<file path="config.mk">
export PLATFORM = sky130hd
export DESIGN_NAME = length_prefixed_frame_receiver_top
export DESIGN_NICKNAME = d
export VERILOG_FILES = /design/src/sv/lpfr_pkg.sv /design/src/sv/lpfr_fifo.sv /design/src/sv/lpfr_parser.sv /design/src/sv/lpfr_drain.sv /design/src/sv/length_prefixed_frame_receiver_top.sv
export SDC_FILE = /design/constraint.sdc
export NUM_CORES = 1
export LEC_CHECK = 0
export BUFFER_PORTS_ARGS = -buffer_cell sky130_fd_sc_hd__buf_4
export CELL_PAD_IN_SITES_DETAIL_PLACEMENT = 0
export CELL_PAD_IN_SITES_GLOBAL_PLACEMENT = 1
export CORE_MARGIN = 1
export CORE_UTILIZATION = 55
export DETAILED_ROUTE_END_ITERATION = 10
export PLACE_DENSITY = 0.93
export SYNTH_ARGS = -nofsm -noshare
export SYNTH_HDL_FRONTEND = slang
export SYNTH_SLANG_ARGS = --single-unit
</file>
<file path="constraint.sdc">
create_clock -name clk_i -period 7.75 [get_ports clk_i]
set_clock_uncertainty 0.05 [all_clocks]
set_input_delay 0.3875 -clock clk_i [delete_from_list [all_inputs] [get_ports clk_i]]
set_output_delay 0.3875 -clock clk_i [all_outputs]
set_load 0.05 [all_outputs]
</file>
<file path="src/sv/lpfr_pkg.sv">
package lpfr_pkg;

  // Result kinds as they leave on tuser
  typedef enum logic [2:0] {
    KIND_DROPPED  = 3'd0,
    KIND_MISMATCH = 3'd1,
    KIND_PAYLOAD  = 3'd2,
    KIND_EMPTY    = 3'd3,
    KIND_BADLEN   = 3'd4
  } kind_e;

  localparam logic [7:0] FrameOverhead = 8'd4;
  localparam int unsigned LenW = 6;

  // Command from parser to drain. KIND_PAYLOAD means "emit len stored bytes".
  typedef struct packed {
    kind_e           kind;
    logic [7:0]      value;
    logic            ok;
    logic [LenW-1:0] len;
  } cmd_t;

  // Payload store write port
  typedef struct packed {
    logic            en;
    logic [LenW-1:0] addr;
    logic [7:0]      data;
  } wr_t;

  // Drain status back to the parser
  typedef struct packed {
    logic done;
  } drain_stat_t;

endpackage

</file>
<file path="src/sv/lpfr_fifo.sv">
module lpfr_fifo (
  input  logic            clk_i,
  input  logic            rst_ni,
  input  logic            push_i,
  input  lpfr_pkg::cmd_t  push_cmd_i,
  output logic            full_o,
  input  logic            pop_i,
  output logic            valid_o,
  output lpfr_pkg::cmd_t  pop_cmd_o
);

  lpfr_pkg::cmd_t entry_q [2];
  logic           wr_ptr_q, wr_ptr_d;
  logic           rd_ptr_q, rd_ptr_d;
  logic [1:0]     cnt_q, cnt_d;
  logic           do_push, do_pop;

  assign full_o    = (cnt_q == 2'd2);
  assign valid_o   = (cnt_q != 2'd0);
  assign pop_cmd_o = entry_q[rd_ptr_q];
  assign do_push   = push_i && !full_o;
  assign do_pop    = pop_i && valid_o;

  always_comb begin
    wr_ptr_d = do_push ? ~wr_ptr_q : wr_ptr_q;
    rd_ptr_d = do_pop ? ~rd_ptr_q : rd_ptr_q;
    cnt_d    = cnt_q;
    if (do_push && !do_pop) begin
      cnt_d = cnt_q + 2'd1;
    end else if (do_pop && !do_push) begin
      cnt_d = cnt_q - 2'd1;
    end
  end

  always_ff @(posedge clk_i or negedge rst_ni) begin
    if (!rst_ni) begin
      wr_ptr_q <= 1'b0;
      rd_ptr_q <= 1'b0;
      cnt_q    <= 2'd0;
    end else begin
      wr_ptr_q <= wr_ptr_d;
      rd_ptr_q <= rd_ptr_d;
      cnt_q    <= cnt_d;
    end
  end

  always_ff @(posedge clk_i) begin
    if (do_push) begin
      entry_q[wr_ptr_q] <= push_cmd_i;
    end
  end

endmodule

</file>
<file path="src/sv/lpfr_parser.sv">
module lpfr_parser #(
  parameter int unsigned PAYLOAD_MAX = 32
) (
  input  logic                  clk_i,
  input  logic                  rst_ni,
  input  logic                  rx_valid_i,
  input  logic [7:0]            rx_byte_i,
  output logic                  rx_ready_o,
  input  logic [7:0]            start_byte_i,
  input  logic                  fifo_full_i,
  output logic                  push_o,
  output lpfr_pkg::cmd_t        cmd_o,
  output lpfr_pkg::wr_t         wr_o,
  input  lpfr_pkg::drain_stat_t stat_i
);

  typedef enum logic [2:0] {
    PH_IDLE, PH_LENGTH, PH_INVERSE, PH_PAYLOAD, PH_CHECKSUM, PH_TRAILER
  } phase_e;

  localparam logic [8:0] MaxLen = 9'(PAYLOAD_MAX + 4);

  phase_e                     phase_q;
  logic [7:0]                 frame_len_q;
  logic [lpfr_pkg::LenW-1:0]  pay_len_q;
  logic [lpfr_pkg::LenW-1:0]  pay_cnt_q;
  logic [lpfr_pkg::LenW-1:0]  pay_cnt_inc;
  logic [7:0]                 xor_q;
  logic                       busy_q;    // a payload run is queued or draining
  logic                       acc;
  logic                       bad_len;

  // Store must not be overwritten while the previous frame drains
  assign rx_ready_o  = !fifo_full_i && !(phase_q == PH_PAYLOAD && busy_q);
  assign acc         = rx_valid_i && rx_ready_o;
  assign pay_cnt_inc = pay_cnt_q + 1'b1;
  assign bad_len     = (rx_byte_i < lpfr_pkg::FrameOverhead) || ({1'b0, rx_byte_i} > MaxLen);

  assign wr_o.en   = acc && (phase_q == PH_PAYLOAD);
  assign wr_o.addr = pay_cnt_q;
  assign wr_o.data = rx_byte_i;

  always_comb begin
    push_o       = 1'b0;
    cmd_o.kind   = lpfr_pkg::KIND_DROPPED;
    cmd_o.value  = rx_byte_i;
    cmd_o.ok     = 1'b0;
    cmd_o.len    = pay_len_q;
    unique case (phase_q)
      PH_LENGTH: begin
        push_o     = acc && bad_len;
        cmd_o.kind = lpfr_pkg::KIND_BADLEN;
      end
      PH_INVERSE: begin
        push_o      = acc && ((frame_len_q & rx_byte_i) != 8'd0);
        cmd_o.kind  = lpfr_pkg::KIND_MISMATCH;
        cmd_o.value = frame_len_q;
      end
      PH_PAYLOAD, PH_CHECKSUM: ;
      PH_TRAILER: begin
        push_o     = acc;
        cmd_o.ok   = (xor_q == 8'd0);
        if (pay_len_q == '0) begin
          cmd_o.kind  = lpfr_pkg::KIND_EMPTY;
          cmd_o.value = 8'd0;
        end else begin
          cmd_o.kind = lpfr_pkg::KIND_PAYLOAD;
        end
      end
      default: begin
        push_o = acc && (rx_byte_i != start_byte_i);
      end
    endcase
  end

  always_ff @(posedge clk_i or negedge rst_ni) begin
    if (!rst_ni) begin
      phase_q     <= PH_IDLE;
      frame_len_q <= 8'd0;
      pay_len_q   <= '0;
      pay_cnt_q   <= '0;
      xor_q       <= 8'd0;
      busy_q      <= 1'b0;
    end else begin
      if (push_o && cmd_o.kind == lpfr_pkg::KIND_PAYLOAD) begin
        busy_q <= 1'b1;
      end else if (stat_i.done) begin
        busy_q <= 1'b0;
      end
      if (acc) begin
        unique case (phase_q)
          PH_LENGTH: begin
            frame_len_q <= rx_byte_i;
            if (bad_len) begin
              phase_q   <= PH_IDLE;
              pay_len_q <= '0;
              pay_cnt_q <= '0;
              xor_q     <= 8'd0;
            end else begin
              pay_len_q <= lpfr_pkg::LenW'(rx_byte_i - lpfr_pkg::FrameOverhead);
              pay_cnt_q <= '0;
              xor_q     <= 8'd0;
              phase_q   <= PH_INVERSE;
            end
          end
          PH_INVERSE: begin
            phase_q <= (pay_len_q == '0) ? PH_CHECKSUM : PH_PAYLOAD;
          end
          PH_PAYLOAD: begin
            xor_q     <= xor_q ^ rx_byte_i;
            pay_cnt_q <= pay_cnt_inc;
            if (pay_cnt_inc == pay_len_q) begin
              phase_q <= PH_CHECKSUM;
            end
          end
          PH_CHECKSUM: begin
            xor_q   <= xor_q ^ rx_byte_i;
            phase_q <= PH_TRAILER;
          end
          PH_TRAILER: begin
            phase_q     <= PH_IDLE;
            frame_len_q <= 8'd0;
            pay_len_q   <= '0;
            pay_cnt_q   <= '0;
            xor_q       <= 8'd0;
          end
          default: begin
            if (rx_byte_i == start_byte_i) begin
              phase_q     <= PH_LENGTH;
              frame_len_q <= 8'd0;
              pay_len_q   <= '0;
              pay_cnt_q   <= '0;
              xor_q       <= 8'd0;
            end else begin
              phase_q <= PH_IDLE;
            end
          end
        endcase
      end
    end
  end

endmodule

</file>
<file path="src/sv/lpfr_drain.sv">
module lpfr_drain #(
  parameter int unsigned PAYLOAD_MAX = 32
) (
  input  logic                  clk_i,
  input  logic                  rst_ni,
  input  lpfr_pkg::wr_t         wr_i,
  input  logic                  cmd_valid_i,
  input  lpfr_pkg::cmd_t        cmd_i,
  output logic                  pop_o,
  output lpfr_pkg::drain_stat_t stat_o,
  output logic                  out_valid_o,
  input  logic                  out_ready_i,
  output lpfr_pkg::kind_e       out_kind_o,
  output logic [7:0]            out_value_o,
  output logic                  out_ok_o,
  output logic                  out_last_o
);

  localparam int unsigned AddrW = (PAYLOAD_MAX > 1) ? $clog2(PAYLOAD_MAX) : 1;

  typedef enum logic [1:0] {ST_IDLE, ST_READ, ST_WAIT} state_e;

  logic [7:0]                store_q [PAYLOAD_MAX];
  logic [7:0]                rd_data_q;
  state_e                    state_q;
  logic [lpfr_pkg::LenW-1:0] idx_q;
  logic [lpfr_pkg::LenW-1:0] len_q;
  logic                      ok_q;
  logic                      out_valid_q;
  lpfr_pkg::kind_e           out_kind_q;
  logic [7:0]                out_value_q;
  logic                      out_ok_q;
  logic                      out_last_q;
  logic                      out_load;
  logic                      slot_free;
  logic                      run_last;

  assign slot_free = !out_valid_q || out_ready_i;
  assign pop_o     = (state_q == ST_IDLE) && cmd_valid_i && slot_free;
  assign run_last  = (idx_q + 1'b1 == len_q);
  assign stat_o.done = (state_q == ST_WAIT) && slot_free && run_last;
  // output register takes a new item this cycle
  assign out_load  = (pop_o && cmd_i.kind != lpfr_pkg::KIND_PAYLOAD) ||
                     ((state_q == ST_WAIT) && slot_free);

  assign out_valid_o = out_valid_q;
  assign out_kind_o  = out_kind_q;
  assign out_value_o = out_value_q;
  assign out_ok_o    = out_ok_q;
  assign out_last_o  = out_last_q;

  always_ff @(posedge clk_i) begin
    if (wr_i.en) begin
      store_q[wr_i.addr[AddrW-1:0]] <= wr_i.data;
    end
    if (state_q == ST_READ) begin
      rd_data_q <= store_q[idx_q[AddrW-1:0]];
    end
  end

  always_ff @(posedge clk_i or negedge rst_ni) begin
    if (!rst_ni) begin
      state_q     <= ST_IDLE;
      idx_q       <= '0;
      len_q       <= '0;
      ok_q        <= 1'b0;
      out_valid_q <= 1'b0;
      out_kind_q  <= lpfr_pkg::KIND_DROPPED;
      out_value_q <= 8'd0;
      out_ok_q    <= 1'b0;
      out_last_q  <= 1'b0;
    end else begin
      if (out_load) begin
        out_valid_q <= 1'b1;
      end else if (out_ready_i) begin
        out_valid_q <= 1'b0;
      end
      unique case (state_q)
        ST_IDLE: begin
          if (pop_o) begin
            if (cmd_i.kind == lpfr_pkg::KIND_PAYLOAD) begin
              len_q   <= cmd_i.len;
              ok_q    <= cmd_i.ok;
              idx_q   <= '0;
              state_q <= ST_READ;
            end else begin
              out_kind_q  <= cmd_i.kind;
              out_value_q <= cmd_i.value;
              out_ok_q    <= cmd_i.ok;
              out_last_q  <= 1'b1;
            end
          end
        end
        ST_READ: begin
          state_q <= ST_WAIT;
        end
        ST_WAIT: begin
          if (slot_free) begin
            out_kind_q  <= lpfr_pkg::KIND_PAYLOAD;
            out_value_q <= rd_data_q;
            out_ok_q    <= ok_q;
            out_last_q  <= run_last;
            if (run_last) begin
              state_q <= ST_IDLE;
            end else begin
              idx_q   <= idx_q + 1'b1;
              state_q <= ST_READ;
            end
          end
        end
        default: state_q <= ST_IDLE;
      endcase
    end
  end

endmodule

</file>
<file path="src/sv/length_prefixed_frame_receiver_top.sv">
// Length-prefixed frame receiver.
// Input stream (s_axis_*): one received byte per item. A frame is start byte,
// length, inverted length, payload, XOR checksum byte, trailer byte.
// Output stream (m_axis_*): events and payload bytes; tuser carries the kind,
// tlast marks the final item of a run (always set on single events).
// APB port: register 0 (byte address 0) holds the start byte, reset 0.
// Throughput: the parser takes one byte per cycle while s_axis_tready is high.
// A frame's payload run is read out of the payload store byte by byte (store
// read, then output register load); the next byte is read only after the last
// is loaded. While a run is still queued or draining, the parser holds off new
// payload bytes; header and idle bytes keep flowing. An event passes through
// the command queue into the output register; a payload run passes through
// the command queue, a store read and then the output register.
// Reset clears the parser phase, the command queue and the output register;
// the payload store is not cleared and needs no clearing pass.
// When m_axis_tready is low, the result stays in the output register, the
// two-entry command queue fills, and then s_axis_tready drops.
module length_prefixed_frame_receiver_top #(
  parameter int unsigned PAYLOAD_MAX = 32
) (
  input  logic        clk_i,
  input  logic        rst_ni,
  // APB configuration
  input  logic        psel,
  input  logic        penable,
  input  logic        pwrite,
  input  logic [2:0]  paddr,
  input  logic [31:0] pwdata,
  output logic [31:0] prdata,
  output logic        pready,
  // input bytes
  input  logic        s_axis_tvalid,
  output logic        s_axis_tready,
  input  logic [7:0]  s_axis_tdata,   // [7:0] rx_byte
  // results
  output logic        m_axis_tvalid,
  input  logic        m_axis_tready,
  output logic [15:0] m_axis_tdata,   // [7:0] value, [8] checksum_ok, [15:9] zero
  output logic [2:0]  m_axis_tuser,   // [2:0] kind
  output logic        m_axis_tlast
);

  localparam logic [2:0] AddrStartByte = 3'd0;

  logic [7:0]             start_byte_q;
  logic                   push;
  lpfr_pkg::cmd_t         push_cmd;
  lpfr_pkg::cmd_t         pop_cmd;
  logic                   fifo_full;
  logic                   fifo_valid;
  logic                   pop;
  lpfr_pkg::wr_t          wr;
  lpfr_pkg::drain_stat_t  stat;
  lpfr_pkg::kind_e        out_kind;
  logic [7:0]             out_value;
  logic                   out_ok;

  // Configuration: single register, written in the APB access phase
  assign pready = 1'b1;
  assign prdata = (paddr == AddrStartByte) ? {24'd0, start_byte_q} : 32'd0;

  always_ff @(posedge clk_i or negedge rst_ni) begin
    if (!rst_ni) begin
      start_byte_q <= 8'd0;
    end else if (psel && penable && pwrite && pready && paddr == AddrStartByte) begin
      start_byte_q <= pwdata[7:0];
    end
  end

  // Front: frame parser
  lpfr_parser #(.PAYLOAD_MAX(PAYLOAD_MAX)) u_parser (
    .clk_i        (clk_i),
    .rst_ni       (rst_ni),
    .rx_valid_i   (s_axis_tvalid),
    .rx_byte_i    (s_axis_tdata),
    .rx_ready_o   (s_axis_tready),
    .start_byte_i (start_byte_q),
    .fifo_full_i  (fifo_full),
    .push_o       (push),
    .cmd_o        (push_cmd),
    .wr_o         (wr),
    .stat_i       (stat)
  );

  // Command queue between parser and drain
  lpfr_fifo u_fifo (
    .clk_i      (clk_i),
    .rst_ni     (rst_ni),
    .push_i     (push),
    .push_cmd_i (push_cmd),
    .full_o     (fifo_full),
    .pop_i      (pop),
    .valid_o    (fifo_valid),
    .pop_cmd_o  (pop_cmd)
  );

  // Back: payload store and result sequencer
  lpfr_drain #(.PAYLOAD_MAX(PAYLOAD_MAX)) u_drain (
    .clk_i       (clk_i),
    .rst_ni      (rst_ni),
    .wr_i        (wr),
    .cmd_valid_i (fifo_valid),
    .cmd_i       (pop_cmd),
    .pop_o       (pop),
    .stat_o      (stat),
    .out_valid_o (m_axis_tvalid),
    .out_ready_i (m_axis_tready),
    .out_kind_o  (out_kind),
    .out_value_o (out_value),
    .out_ok_o    (out_ok),
    .out_last_o  (m_axis_tlast)
  );

  assign m_axis_tuser = out_kind;
  assign m_axis_tdata = {7'd0, out_ok, out_value};

  // Checks
  a_single_events_last: assert property (@(posedge clk_i) disable iff (!rst_ni)
    m_axis_tvalid && m_axis_tuser != lpfr_pkg::KIND_PAYLOAD |-> m_axis_tlast)
    else $error("single event without tlast");

  a_events_no_ok: assert property (@(posedge clk_i) disable iff (!rst_ni)
    m_axis_tvalid && (m_axis_tuser == lpfr_pkg::KIND_DROPPED ||
                      m_axis_tuser == lpfr_pkg::KIND_MISMATCH ||
                      m_axis_tuser == lpfr_pkg::KIND_BADLEN) |-> !m_axis_tdata[8])
    else $error("checksum flag set on a non-frame event");

  a_no_push_when_full: assert property (@(posedge clk_i) disable iff (!rst_ni)
    push |-> !fifo_full)
    else $error("command pushed into a full queue");

  a_store_quiet_in_drain: assert property (@(posedge clk_i) disable iff (!rst_ni)
    stat.done |-> !wr.en)
    else $error("payload store written while a run drains");

endmodule

</file>
After elaboration in Yosys (flattened, before gate mapping). Memories as Yosys holds them, arrays and structs flattened. A register that Yosys moved wholly into a read port is not among the register bits. Index checks and enable logic that the tools add are counted.

$add $sub $neg: 5. Multipliers: 0. Divide/modulo/power cells: 0. Magnitude comparators: 2. Eq/ne operators: 21. Shifts and indexed selects: 0. Multiplexer cells: 55. Bitwise logic cells: 7. Reductions and logical operators: 53.

Operators with widths (number): $mux W8 (6); $pmux W8 S3 (2); $mux W6 (6); $pmux W6 S3 (2); $pmux W8 S2 (2); $logic_and A1 B1 Y1 (20); $mux W1 (18); $mux W3 (5); $pmux W3 S5 (1); $reduce_and A3 Y1 (5); $add A6 B1 Y6 const B (2); $eq A3 B2 Y1 const B (4); $eq A6 B6 Y1 (2); $mux W2 (6); $pmux W6 S2 (1); $reduce_bool A2 Y1 (5); $pmux W3 S3 (1); $reduce_bool A3 Y1 (3); $and A8 B8 Y8 (1); $eq A8 B8 Y1 (1); $gt A8 B6 Y1 const B (1); $logic_not A8 Y1 (1); $lt A8 B3 Y1 const B (1); $ne A2 B2 Y1 const B (4); other kinds (27) (43).

Register bits after elaboration: 73. Bits in latches: 0. Memory bits (writable): 292. Memory bits (read-only): 0. Input bits: 50. Memories kept: 2.

Memories: u_drain.store_q (words 32, bits a word 8, rd ports 1, clocked after memory_dff 1, write ports 1, RTL line lpfr_drain.sv:23) `logic [7:0] store_q [PAYLOAD_MAX];`; u_fifo.entry_q (words 2, bits a word 18, rd ports 1, clocked after memory_dff 0, write ports 1, RTL line lpfr_fifo.sv:12) `lpfr_pkg::cmd_t entry_q [2];`.

Depth between registers and ports, before layout. Gate-level depths: netlist (run 1).

Word-level depth: 12. Gate-level depth with buffers: 11.

By module. From an unflattened synthesis (run 1), not the netlist that was laid out.

Cell total of the unflattened synthesis: 961. Area, all modules: 16121.7 um^2.

Modules (own cells, without submodules): lpfr_drain (times used 1, cells an instance 567, area an instance 11573.6 um^2); lpfr_parser (times used 1, cells an instance 257, area an instance 2316.0 um^2); lpfr_fifo (times used 1, cells an instance 75, area an instance 1549.0 um^2); length_prefixed_frame_receiver_top (times used 1, cells an instance 62, area an instance 683.2 um^2).

Worst setup path after synthesis (run 1). OpenSTA, ideal clock, no wires.

Kind: register to register. Start point: register u_parser.phase_q[1]. End point: memory u_fifo.entry_q[0][0] (netlist bit), enable pin. Data arrival time: 2.353 ns. Required time: 7.305 ns. Slack: 4.952 ns. Stages on the path, launching flop included: 7. Clock period less this slack: 2.798 ns. Cells stage by stage: dfrtp_1 buf_2 nor2b_2 a311oi_1 buf_2 o21a_1 nor2b_1.

Cells in the longest elaborated chain, start to end: 10.

RTL lines: start, declared (RTL line lpfr_parser.sv:23) `phase_e phase_q;`; start signal, assigned (RTL line lpfr_parser.sv:107) `phase_q <= (pay_len_q == '0) ? PH_CHECKSUM : PH_PAYLOAD;`; $eq A3 B2 Y1 (RTL line lpfr_parser.sv:34, lpfr_parser.sv:49); $logic_and A1 B1 Y1 (RTL line lpfr_parser.sv:34) `assign rx_ready_o = !fifo_full_i && !(phase_q == PH_PAYLOAD && busy_q);`; $logic_not A1 Y1 (RTL line lpfr_parser.sv:34); $logic_and A1 B1 Y1 (RTL line lpfr_parser.sv:34); $logic_and A1 B1 Y1 (RTL line lpfr_parser.sv:35) `assign acc = rx_valid_i && rx_ready_o;`; $logic_and A1 B1 Y1 (on tied branches) (RTL line lpfr_parser.sv:71, lpfr_parser.sv:51, lpfr_parser.sv:55); $pmux W1 S4 * (RTL line lpfr_parser.sv:49) `unique case (phase_q)`; $logic_and A1 B1 Y1 * (RTL line lpfr_fifo.sv:21) `assign do_push = push_i && !full_o;`; net u_fifo.do_push (RTL line lpfr_fifo.sv:16) `logic do_push, do_pop;`; $mux W1 * (RTL line lpfr_fifo.sv:48) `if (do_push) begin`; $mux W1 (implied by the code) * (RTL line lpfr_fifo.sv:49) `entry_q[wr_ptr_q] <= push_cmd_i;`; end, declared (RTL line lpfr_fifo.sv:12).

Mark *: on every way through the listed nets, which the timed path passes. The rest lies on a longest branch.

Worst setup path in the final report (run 1).
Start point: register u_drain.idx_q[0] (netlist bit). End point: register u_drain.idx_q[3] (netlist bit).

Cells in the longest elaborated chain, start to end: 4.

RTL lines: start, declared (RTL line lpfr_drain.sv:26) `logic [lpfr_pkg::LenW-1:0] idx_q;`; start signal, assigned (RTL line lpfr_drain.sv:106) `idx_q <= idx_q + 1'b1;`; $add A6 B1 Y6 * (RTL line lpfr_drain.sv:40, lpfr_drain.sv:106); $eq A6 B6 Y1 or $mux W6 (tied branches) (RTL line lpfr_drain.sv:40, lpfr_drain.sv:103); $ne A2 B2 Y1 (no line) or $mux W6 (tied branches); $reduce_and A5 Y1 (no line) or $pmux W6 S2 (tied branches).

Every way passes the cells marked *; elsewhere a longest branch is shown, timed or not. The select of a mux whose other input is x is not followed. A chain may end at the register's enable or synchronous reset.

==> impl_metrics.json, run 1 <==
{
  "holdWs_ps": 64.02,
  "reg2regPathDepth": 8,
  "cts_buffers": 37,
  "yosys.cell_types.count": 67,
  "clock-sinks": 373,
  "nets": 1150,
  "ys_seq_area_share_pct": 68.07,
  "drive_gt1_share_pct": 15.83,
  "status": "finished clean",
  "drv_cap": 0,
  "viasPerCell": 5.945,
  "reg2reg_from": "u_drain.idx_q[0]$_DFFE_PN0P_",
  "min_period_over_period_pct": 49.14,
  "fill_cells": 1956,
  "gp_congestion": 0.8018,
  "yosysWarnings": 0,
  "start_util_pct": 56.52,
  "yosysTopAreaCell": "edfxtp_1",
  "endpoint_kind": "register",
  "worstPathMaxFanout": 49,
  "synth.top_cell.area_share_pct": 56.59,
  "clk_latency_ps": 530,
  "synth_edf_count": 300,
  "clock_path_buffers": 3,
  "coreArea_sq_mm": 0.02816,
  "htree_num_levels": 2,
  "cp.required_ps": 8120,
  "final_max_slew_viol_count": 0,
  "num_rows": 61,
  "slew_headroom_pct": 22.03,
  "worstPathBufferInverterCount": 2,
  "n_antenna_cell": 0,
  "ff2ff_setup_slack_ps": 3940,
  "timing.final.hold_violations": 0,
  "syn_avg_cell_area_sq_um": 15.13,
  "grt_pass1_wl_mm": 49.53,
  "rsz0062_at_grt": "false",
  "die_w_um": 172.1,
  "regArea_sq_mm": 0.01084,
  "p_total_mw": 6.138,
  "max_freq_mhz": 262.6,
  "syn_inst": 1052,
  "grt_pass1_vias": 8633,
  "p_leak_nw": 6.225,
  "syn_area_sq_mm": 0.01592,
  "max_stage_delay_ps": 1000,
  "dieArea_sq_mm": 0.02963,
  "wire_per_inst_um": 21.36,
  "dieHeight_um": 172.1,
  "fin_crit_ps": 3809,
  "grt.total_usage_pct": 22.56,
  "clk_pin_slew_ps": 60,
  "grtUsageMet1_pct": 31.51,
  "critPathKind": "reg -> reg",
  "via_count": 8893,
  "worstMarginPinSlew_ps": 1169,
  "synthTopCellsByArea": "edfxtp_1 (57%), dfrtp_1 (11%), mux4_2 (5.7%)",
  "multiInputGateArea_sq_mm": 0.004584,
  "holdPathStages": 2,
  "syn2layout_area_growth_pct": 10.36,
  "grt_antenna_before_repair": 0,
  "hold_path_end": "start_byte_q[6]$_DFFE_PN0P_",
  "antenna_left": 0,
  "cts_setup_buffers": 0,
  "cp-start-kind": "register",
  "port_buffers": 48,
  "synth-async-reset-ratio_pct": 19.57,
  "crit_path_top_delay_cell": "dfrtp_4",
  "hp-start": "pwdata[6]",
  "setup_viol": 0,
  "grt_max_degree": 74,
  "synthFlopType": "edfxtp_1",
  "worstPathArrival_ps": 4180,
  "firstDrtPassIters": 5,
  "fin_tns_setup_ps": 0,
  "io_pins": 105,
  "cp_top_family": "flip-flops",
  "p_per_area_mw_per_mm2": 349.4,
  "drc_errors": 0,
  "wl_mm": 31.96,
  "reg2reg_to": "u_drain.idx_q[3]$_DFFE_PN0P_",
  "cts-root-buf": "clkbuf_16",
  "busiest_layer": "met2",
  "vdd_drop_max_mv": 0.2204,
  "post-dp-hpwl_mm": 19.29,
  "met2_usage_pct": 35.01,
  "synth-seq-cells": 373,
  "overflow": 0,
  "cp_cell_sequence": "buf_4, nand3_2, or2_2, xnor2_1, a41o_1, and2b_1, inv_1, o221ai_1",
  "cts_tree": "done",
  "met3_usage_pct": 4.234,
  "drtIter0Drc": 916,
  "hp-class": "in -> reg"
}
==> cells in the final DEF, fill, tap and decap left out, drive strengths merged, types with 11 or more instances in the layout <==
| cell type | Yosys | layout |
|---|---|---|
| conb | 2 | 32 |
| buf | 59 | 59 |
| mux4 | 40 | 40 |
| inv | 22 | 24 |
| o221ai | 33 | 33 |
| a21oi | 25 | 25 |
| mux2 | 15 | 15 |
| o31ai | 11 | 11 |
| mux2i | 74 | 74 |
| edfxtp | 300 | 300 |
| xnor2 | 31 | 31 |
| and2 | 21 | 21 |
| o21ai | 26 | 26 |
| nor3 | 14 | 14 |
| nor2 | 106 | 106 |
| clkinv | 1 | 13 |
| dfrtp | 73 | 73 |
| clkbuf | 30 | 50 |
| nand2 | 54 | 54 |
==> flip-flops by register name (all words and copies together), names as in the netlist <==
name	cells
u_drain.len_q	6
start_byte_q	8
u_fifo.entry_q	36
u_drain.out_kind_o	3
u_parser.pay_cnt_q	6
u_drain.ok_q	1
u_drain.out_valid_o	1
u_drain.out_ok_o	1
u_drain.rd_data_q	8
u_drain.state_q	2
u_parser.frame_len_q	8
u_parser.pay_len_q	6
u_drain.store_q	256
u_drain.idx_q	6
u_parser.xor_q	8
u_fifo.cnt_q	2
u_drain.out_value_o	8
u_drain.out_last_o	1
u_parser.phase_q	3
u_fifo.wr_ptr_q	1
u_fifo.rd_ptr_q	1
u_parser.busy_q	1
==> synth_stat cells (all sizes together) (22+ instances only) <==
master  count
nor2      106
o21ai      26
mux4       40
inv        22
o221ai     33
edfxtp    300
dfrtp      73
clkbuf     30
buf        59
xnor2      31
mux2i      74
nand2      54
a21oi      25
==> through the flow <==
| stage | cell area (sq um) | instances | util, % | setup slack (ps) |
|---|---|---|---|---|
| after detailed placement | 16430 | 1430 | 58.32 | 3930 |
| after CTS | 17570 | 1496 | 62.38 | 3904 |
| after floorplan | 16030 | 1082 | - | 4952 |
| after global routing | 17570 | 1496 | 62.38 | 3647 |
| final | 17570 | 1496 | 62.38 | 3941 |
| after global placement | 16430 | 1430 | 58.32 | 3992 |
==> where the power goes <==
part,internal (mW),switching [mW],total (mW)
clock network,0.950,0.716,1.67
logic,0.728,1.05,1.77
registers,2.42,0.274,2.70
==> layout make-up <==
| type | instances | area share [%] |
|---|---|---|
| clock buffer | 50 | 5.961 |
| clock inverter | 15 | 0.4843 |
| inverter | 23 | 0.4914 |
| multi-input combinational | 597 | 26.10 |
| sequential | 373 | 61.70 |
| tap | 378 | 2.692 |
| timing repair buffer | 60 | 2.578 |
==> how the worst max path moves through the flow <==
stage | cells past startpoint | start | endpoint | slack (ps)
2_1_floorplan | 6 | u_parser.phase_q[1]$_DFFE_PN0P_ | u_fifo.entry_q[0][0]$_DFFE_PP_ | 4950
3_3_place_gp | 8 | u_drain.idx_q[0]$_DFFE_PN0P_ | u_drain.idx_q[3]$_DFFE_PN0P_ | 3990
3_5_place_dp | 8 | u_drain.idx_q[0]$_DFFE_PN0P_ | u_drain.idx_q[3]$_DFFE_PN0P_ | 3930
4_1_cts | 8 | u_drain.idx_q[0]$_DFFE_PN0P_ | u_drain.idx_q[3]$_DFFE_PN0P_ | 3900
5_1_grt | 8 | u_drain.idx_q[0]$_DFFE_PN0P_ | u_drain.idx_q[3]$_DFFE_PN0P_ | 3650
6_report | 8 | u_drain.idx_q[0]$_DFFE_PN0P_ | u_drain.idx_q[3]$_DFFE_PN0P_ | 3940
==> repair_timing <==
item,in CTS,in global routing
endpoints found under the hold margin,15,0
gates resized for setup,0,0
hold buffers,1,0
==> layer usage <==
metal / up-vias / share of wire, %
met5: - / 0
met4: 0 / 3.5
met3: 71 / 7.4
met2: 381 / 48
li1: 4010 / -
met1: 4431 / 42
==> cells by family after synthesis <==
| logic type | after synthesis | synth area share (%) |
|---|---|---|
| fa+ha+maj | 8 | 0.6288 |
| buf+inv | 112 | 3.843 |
| flops | 373 | 68.07 |
| mux | 129 | 11.47 |
| xor+xnor | 40 | 2.295 |
| compound gates | 140 | 6.241 |
| other cells | 2 | 0.04718 |
| simple gates | 248 | 7.412 |
(Power assumes the default switching activity.)
==> run 2: changes to the inputs <==
CORE_UTILIZATION = 51   (was 55)
PLACE_DENSITY = 0.87   (was 0.93)
clock period = 3.84 ns   (was 7.75 ns; I/O delays follow)
==> run 2 against run 1 <==
Net effect: critical path depth fell by 3; via count rose by 0.31%; fmax rose by 20%; setup slack got worse by 3300 ps; final area rose by 2.2%; wire length rose by 1.1%; non-clock buffer count rose by 33; highest routed layer unchanged; register-to-register slack got worse by 3300 ps; die area rose by 7.7%; clock power rose by 120%.
==> impl_metrics.json, run 2 (synthesis results as in run 1) <==
{
  "wire_per_inst_um": 20.88,
  "largest_register_ffs": 256,
  "worstPathMaxFanout": 11,
  "holdWs_ps": 101.2,
  "clk_latency_ps": 520,
  "dieHeight_um": 178.7,
  "reg2reg_from": "u_parser.phase_q[1]$_DFFE_PN0P_",
  "wl_mm": 32.30,
  "timing.final.hold_violations": 0,
  "via_count": 8921,
  "hold_path_end": "u_parser.frame_len_q[7]$_DFFE_PN0P_",
  "grt_max_degree": 74,
  "cts-root-buf": "clkbuf_16",
  "hp-start": "s_axis_tdata[7]",
  "n_antenna_cell": 0,
  "fin_crit_ps": 3169,
  "endpoint_kind": "register",
  "coreArea_sq_mm": 0.03067,
  "syn2layout_area_growth_pct": 12.76,
  "ff2ff_setup_slack_ps": 670,
  "p_leak_nw": 6.417,
  "grt_pass1_vias": 8754,
  "io_pins": 105,
  "hp-class": "in -> reg",
  "antenna_left": 0,
  "status": "finished clean",
  "cts_tree": "done",
  "reg2regPathDepth": 5,
  "mostFrequentLayoutCell": "edfxtp_1",
  "fin_tns_setup_ps": 0,
  "reg2reg_to": "u_drain.store_q[27][6]$_DFFE_PP_",
  "worstMarginPinSlew_ps": 977.4,
  "clk_pin_slew_ps": 60,
  "drc_errors": 0,
  "drive_gt1_share_pct": 17.81,
  "clock-sinks": 373,
  "grt.total_usage_pct": 20.94,
  "postCtsResizedCells": 0,
  "clock_path_buffers": 3,
  "nets": 1182,
  "post-dp-hpwl_mm": 19.84,
  "cp_common_cell": "nand2_1",
  "vdd_drop_max_mv": 0.4532,
  "htree_num_levels": 2,
  "dieArea_sq_mm": 0.03192,
  "rsz0062_at_grt": "false",
  "cp.required_ps": 3930,
  "die_w_um": 178.7,
  "hold_buffers": 11,
  "final_max_slew_viol_count": 0,
  "regArea_sq_mm": 0.01084,
  "viasPerCell": 5.767,
  "gp_congestion": 0.7966,
  "num_rows": 64,
  "port_buffers": 48,
  "crit_path_top_delay_cell": "nor2_1",
  "cp-start-kind": "register",
  "firstDrtPassIters": 5,
  "multiInputGateArea_sq_mm": 0.004584,
  "holdPathStages": 3,
  "grt_pass1_wl_mm": 50.01,
  "worstPathArrival_ps": 3260,
  "setup_viol": 0,
  "p_per_area_mw_per_mm2": 707.2,
  "max_stage_delay_ps": 730,
  "drv_cap": 0,
  "final_cell_mix": "edfxtp_1 (300), nor2_1 (106), buf_4 (82)",
  "overflow": 0,
  "min_period_over_period_pct": 82.53,
  "start_util_pct": 51.91,
  "slew_headroom_pct": 34.84,
  "p_total_mw": 12.69,
  "cts_buffers": 36,
  "drtIter0Drc": 711,
  "cp_cell_sequence": "nor2b_2, nand2_1, nor3_2, nand2_1, nor2_1",
  "cts_setup_buffers": 0,
  "fill_cells": 2240,
  "grt_antenna_before_repair": 0,
  "critPathKind": "reg -> reg",
  "max_freq_mhz": 315.5
}
run 2: cell types whose count changed in the layout (fill, tap and decap cells not counted), sizes merged:
cell	previous run	this run
clkbuf	50	46
clkinv	13	12
inv	24	22
buf	59	82
clkinvlp	1	3
bufinv	0	5
dlygate4sd3	1	11
run 2: layout make-up:
cell class	count	share of cell area (%)
clock inverter	19	1.317
sequential	373	60.39
clock buffer	46	5.465
timing repair buffer	93	4.043
inverter	23	0.4810
multi-input combinational	597	25.54
tap	396	2.760
run 2: per-stage QoR:
step | cell area [sq um] | util (%) | setup slack (ps) | instances
final | 17950 | 58.53 | 670.9 | 1547
after global routing | 17950 | 58.53 | 438.2 | 1547
after CTS | 17950 | 58.53 | 693.0 | 1547
after detailed placement | 16620 | 54.20 | 742.5 | 1471
after global placement | 16620 | 54.20 | 810.1 | 1471
after floorplan | 16030 | - | 1042 | 1082
run 2: critical path, delay by kind of cell, from the launching register on:
family        cells  cell delay, ps
flops             1             570
simple gates      5            2160
run 2: per-layer routing:
metal  global-route usage [%]  part of all wire [%]  up-vias
met4                    6.921                   3.0        0
met3                    2.926                   5.8       64
li1                         -                     -     4068
met5                        0                     0        -
met1                    29.80                    43     4461
met2                    33.43                    48      328
run 2: how the worst max path moves through the flow:
stage                                          from                               end  depth (start not counted)  slack (ps)
global placement    u_parser.phase_q[1]$_DFFE_PN0P_  u_drain.store_q[27][0]$_DFFE_PP_                          5         810
detailed placement  u_parser.phase_q[1]$_DFFE_PN0P_  u_drain.store_q[27][1]$_DFFE_PP_                          5         740
CTS                 u_parser.phase_q[1]$_DFFE_PN0P_  u_drain.store_q[27][3]$_DFFE_PP_                          5         690
global route        u_parser.phase_q[1]$_DFFE_PN0P_  u_drain.store_q[15][7]$_DFFE_PP_                          5         440
finish              u_parser.phase_q[1]$_DFFE_PN0P_  u_drain.store_q[27][6]$_DFFE_PP_                          5         670
floorplan           u_parser.phase_q[1]$_DFFE_PN0P_    u_fifo.entry_q[0][0]$_DFFE_PP_                          6        1040
run 2: power breakdown:
group | leakage, nW | internal, mW | switching [mW]
clock | 0.583 | 2.15 | 1.45
combinational | 2.20 | 1.52 | 2.35
sequential | 3.63 | 4.90 | 0.323
total | 6.42 | 8.57 | 4.12
==> run 3: changes to the inputs <==
clock period = 3 ns   (was 3.84 ns; I/O delays follow)
==> run 3 against run 2 <==
Net effect: utilization grew 0.73 points; wire length grew 3.9%; critical path depth grew 5; sequential power grew 29%; cell count grew 2.5%; clock power grew 18%; largest power group unchanged.
==> impl_metrics.json, run 3 (synthesis results as in run 1) <==
{
  "final_cell_mix": "edfxtp_1 (300), buf_4 (117), nor2_1 (106)",
  "p_per_area_mw_per_mm2": 878.7,
  "syn2layout_area_growth_pct": 14.17,
  "overflow": 0,
  "critPathKind": "in -> reg",
  "slew_headroom_pct": 35.54,
  "coreArea_sq_mm": 0.03067,
  "fin_tns_setup_ps": 0,
  "antenna_left": 0,
  "largest_register_ffs": 256,
  "nets": 1223,
  "clk_latency_ps": 520,
  "cp-start-kind": "input pin",
  "vdd_drop_max_mv": 0.5988,
  "max_freq_mhz": 366.0,
  "cts_buffers": 38,
  "cts_tree": "done",
  "dieHeight_um": 178.7,
  "clk_pin_slew_ps": 60,
  "status": "finished clean",
  "clock_path_buffers": 3,
  "place_ws_ps": 305.7,
  "mostFrequentLayoutCell": "edfxtp_1",
  "htree_num_levels": 2,
  "grt_antenna_before_repair": 0,
  "port_buffers": 48,
  "final_max_slew_viol_count": 0,
  "n_antenna_cell": 0,
  "cts-root-buf": "clkbuf_16",
  "worstSetupStartpoint": "s_axis_tdata[2]",
  "worstPathArrival_ps": 2820,
  "setup_viol": 0,
  "drc_errors": 0,
  "dieArea_sq_mm": 0.03192,
  "reg2reg_from": "u_drain.idx_q[0]$_DFFE_PN0P_",
  "die_w_um": 178.7,
  "gp_congestion": 0.8181,
  "grt_max_degree": 74,
  "io_pins": 105,
  "hp-start": "s_axis_tdata[6]",
  "grt.total_usage_pct": 21.81,
  "fin_crit_ps": 2732,
  "cts_setup_buffers": 0,
  "fin_util_pct": 59.26,
  "fin_ws_ps": 267.8,
  "via_count": 9038,
  "rsz0062_at_grt": "false",
  "grt_pass1_wl_mm": 51.45,
  "p_leak_nw": 6.583,
  "hp-class": "in -> reg",
  "drv_cap": 0,
  "timing.final.hold_violations": 0,
  "wire_per_inst_um": 21.15,
  "final_cells": 1586,
  "num_rows": 64,
  "viasPerCell": 5.699,
  "worstPathMaxFanout": 18,
  "cp.required_ps": 3090,
  "clock-sinks": 373,
  "start_util_pct": 51.91,
  "firstDrtPassIters": 5,
  "endpoint_kind": "register",
  "p_total_mw": 15.97,
  "wl_mm": 33.55,
  "worstMarginPinSlew_ps": 966.9,
  "dp_cells": 1509,
  "grt_pass1_vias": 9011,
  "post-dp-hpwl_mm": 21.23,
  "drive_gt1_share_pct": 20.17,
  "min_period_over_period_pct": 91.07,
  "drtIter0Drc": 810
}
## run 3: changes by cell type in the layout (fill, tap and decap cells not counted), sizes merged
cell / before / now
buf: 82 / 120
bufinv: 5 / 0
clkbuf: 46 / 49
inv: 22 / 24
clkinv: 12 / 13
clkinvlp: 3 / 2
dlygate4sd3: 11 / 12
## run 3: repair_timing
action / in CTS / in global routing
endpoints found under the setup margin: 0 / 1
gates resized for setup: 0 / 1
hold endpoints to repair: 85 / 0
hold buffers: 12 / 0
## run 3: power breakdown
part / switching (mW) / internal [mW] / total, mW
logic: 2.99 / 2.03 / 5.01
registers: 0.444 / 6.27 / 6.71
clock network: 1.85 / 2.39 / 4.24
total: 5.28 / 10.7 / 16.0
## run 3: metal layers
metal,vias up,global-route usage [%],routed length [um]
met2,302,36.53,16590
met1,4530,28.76,14010
met4,0,7.592,1002
li1,4154,-,-
met5,-,0,0
met3,52,3.838,1948
## run 3: critical path, stage by stage
cell and delay [ps]:
dlygate4sd3_1 530, buf_4 230, inv_1 110, ha_1 240, nor2b_1 150, nor3_1 200, o41ai_1 110, a31oi_1 190
o21a_1 230, and2_1 670
## run 3: final timing paths
path                       cells after the start                                 end  slack [ps]
max                                           10      u_fifo.entry_q[1][5]$_DFFE_PP_         270
min                                            5       u_parser.xor_q[6]$_DFFE_PN0P_          50
max reg2reg                                    8        u_drain.idx_q[3]$_DFFE_PN0P_         350
min reg2reg                                    2  u_drain.out_value_o[1]$_DFFE_PN0P_         420
max in group asynchronous                      2        u_drain.idx_q[0]$_DFFE_PN0P_        1890
min in group asynchronous                      2   u_drain.out_kind_o[2]$_DFFE_PN0P_         290
## run 3: area by class of cell
cell class | count | area, sq um
inverter | 23 | 86.33
timing repair buffer | 132 | 1059
sequential | 373 | 10840
clock inverter | 16 | 95.09
multi-input combinational | 597 | 4586
fill | 2275 | 12490
clock buffer | 49 | 1013
tap | 396 | 495.5
## run 3: per-stage QoR
| stage | instance area, sq um | hold WS, ps |
|---|---|---|
| global route | 18170 | 66.81 |
| global placement | 16950 | 300.0 |
| floorplan | 16030 | -195.6 |
| CTS | 18170 | 33.51 |
| detailed placement | 16950 | 303.2 |
| finish | 18170 | 53.09 |
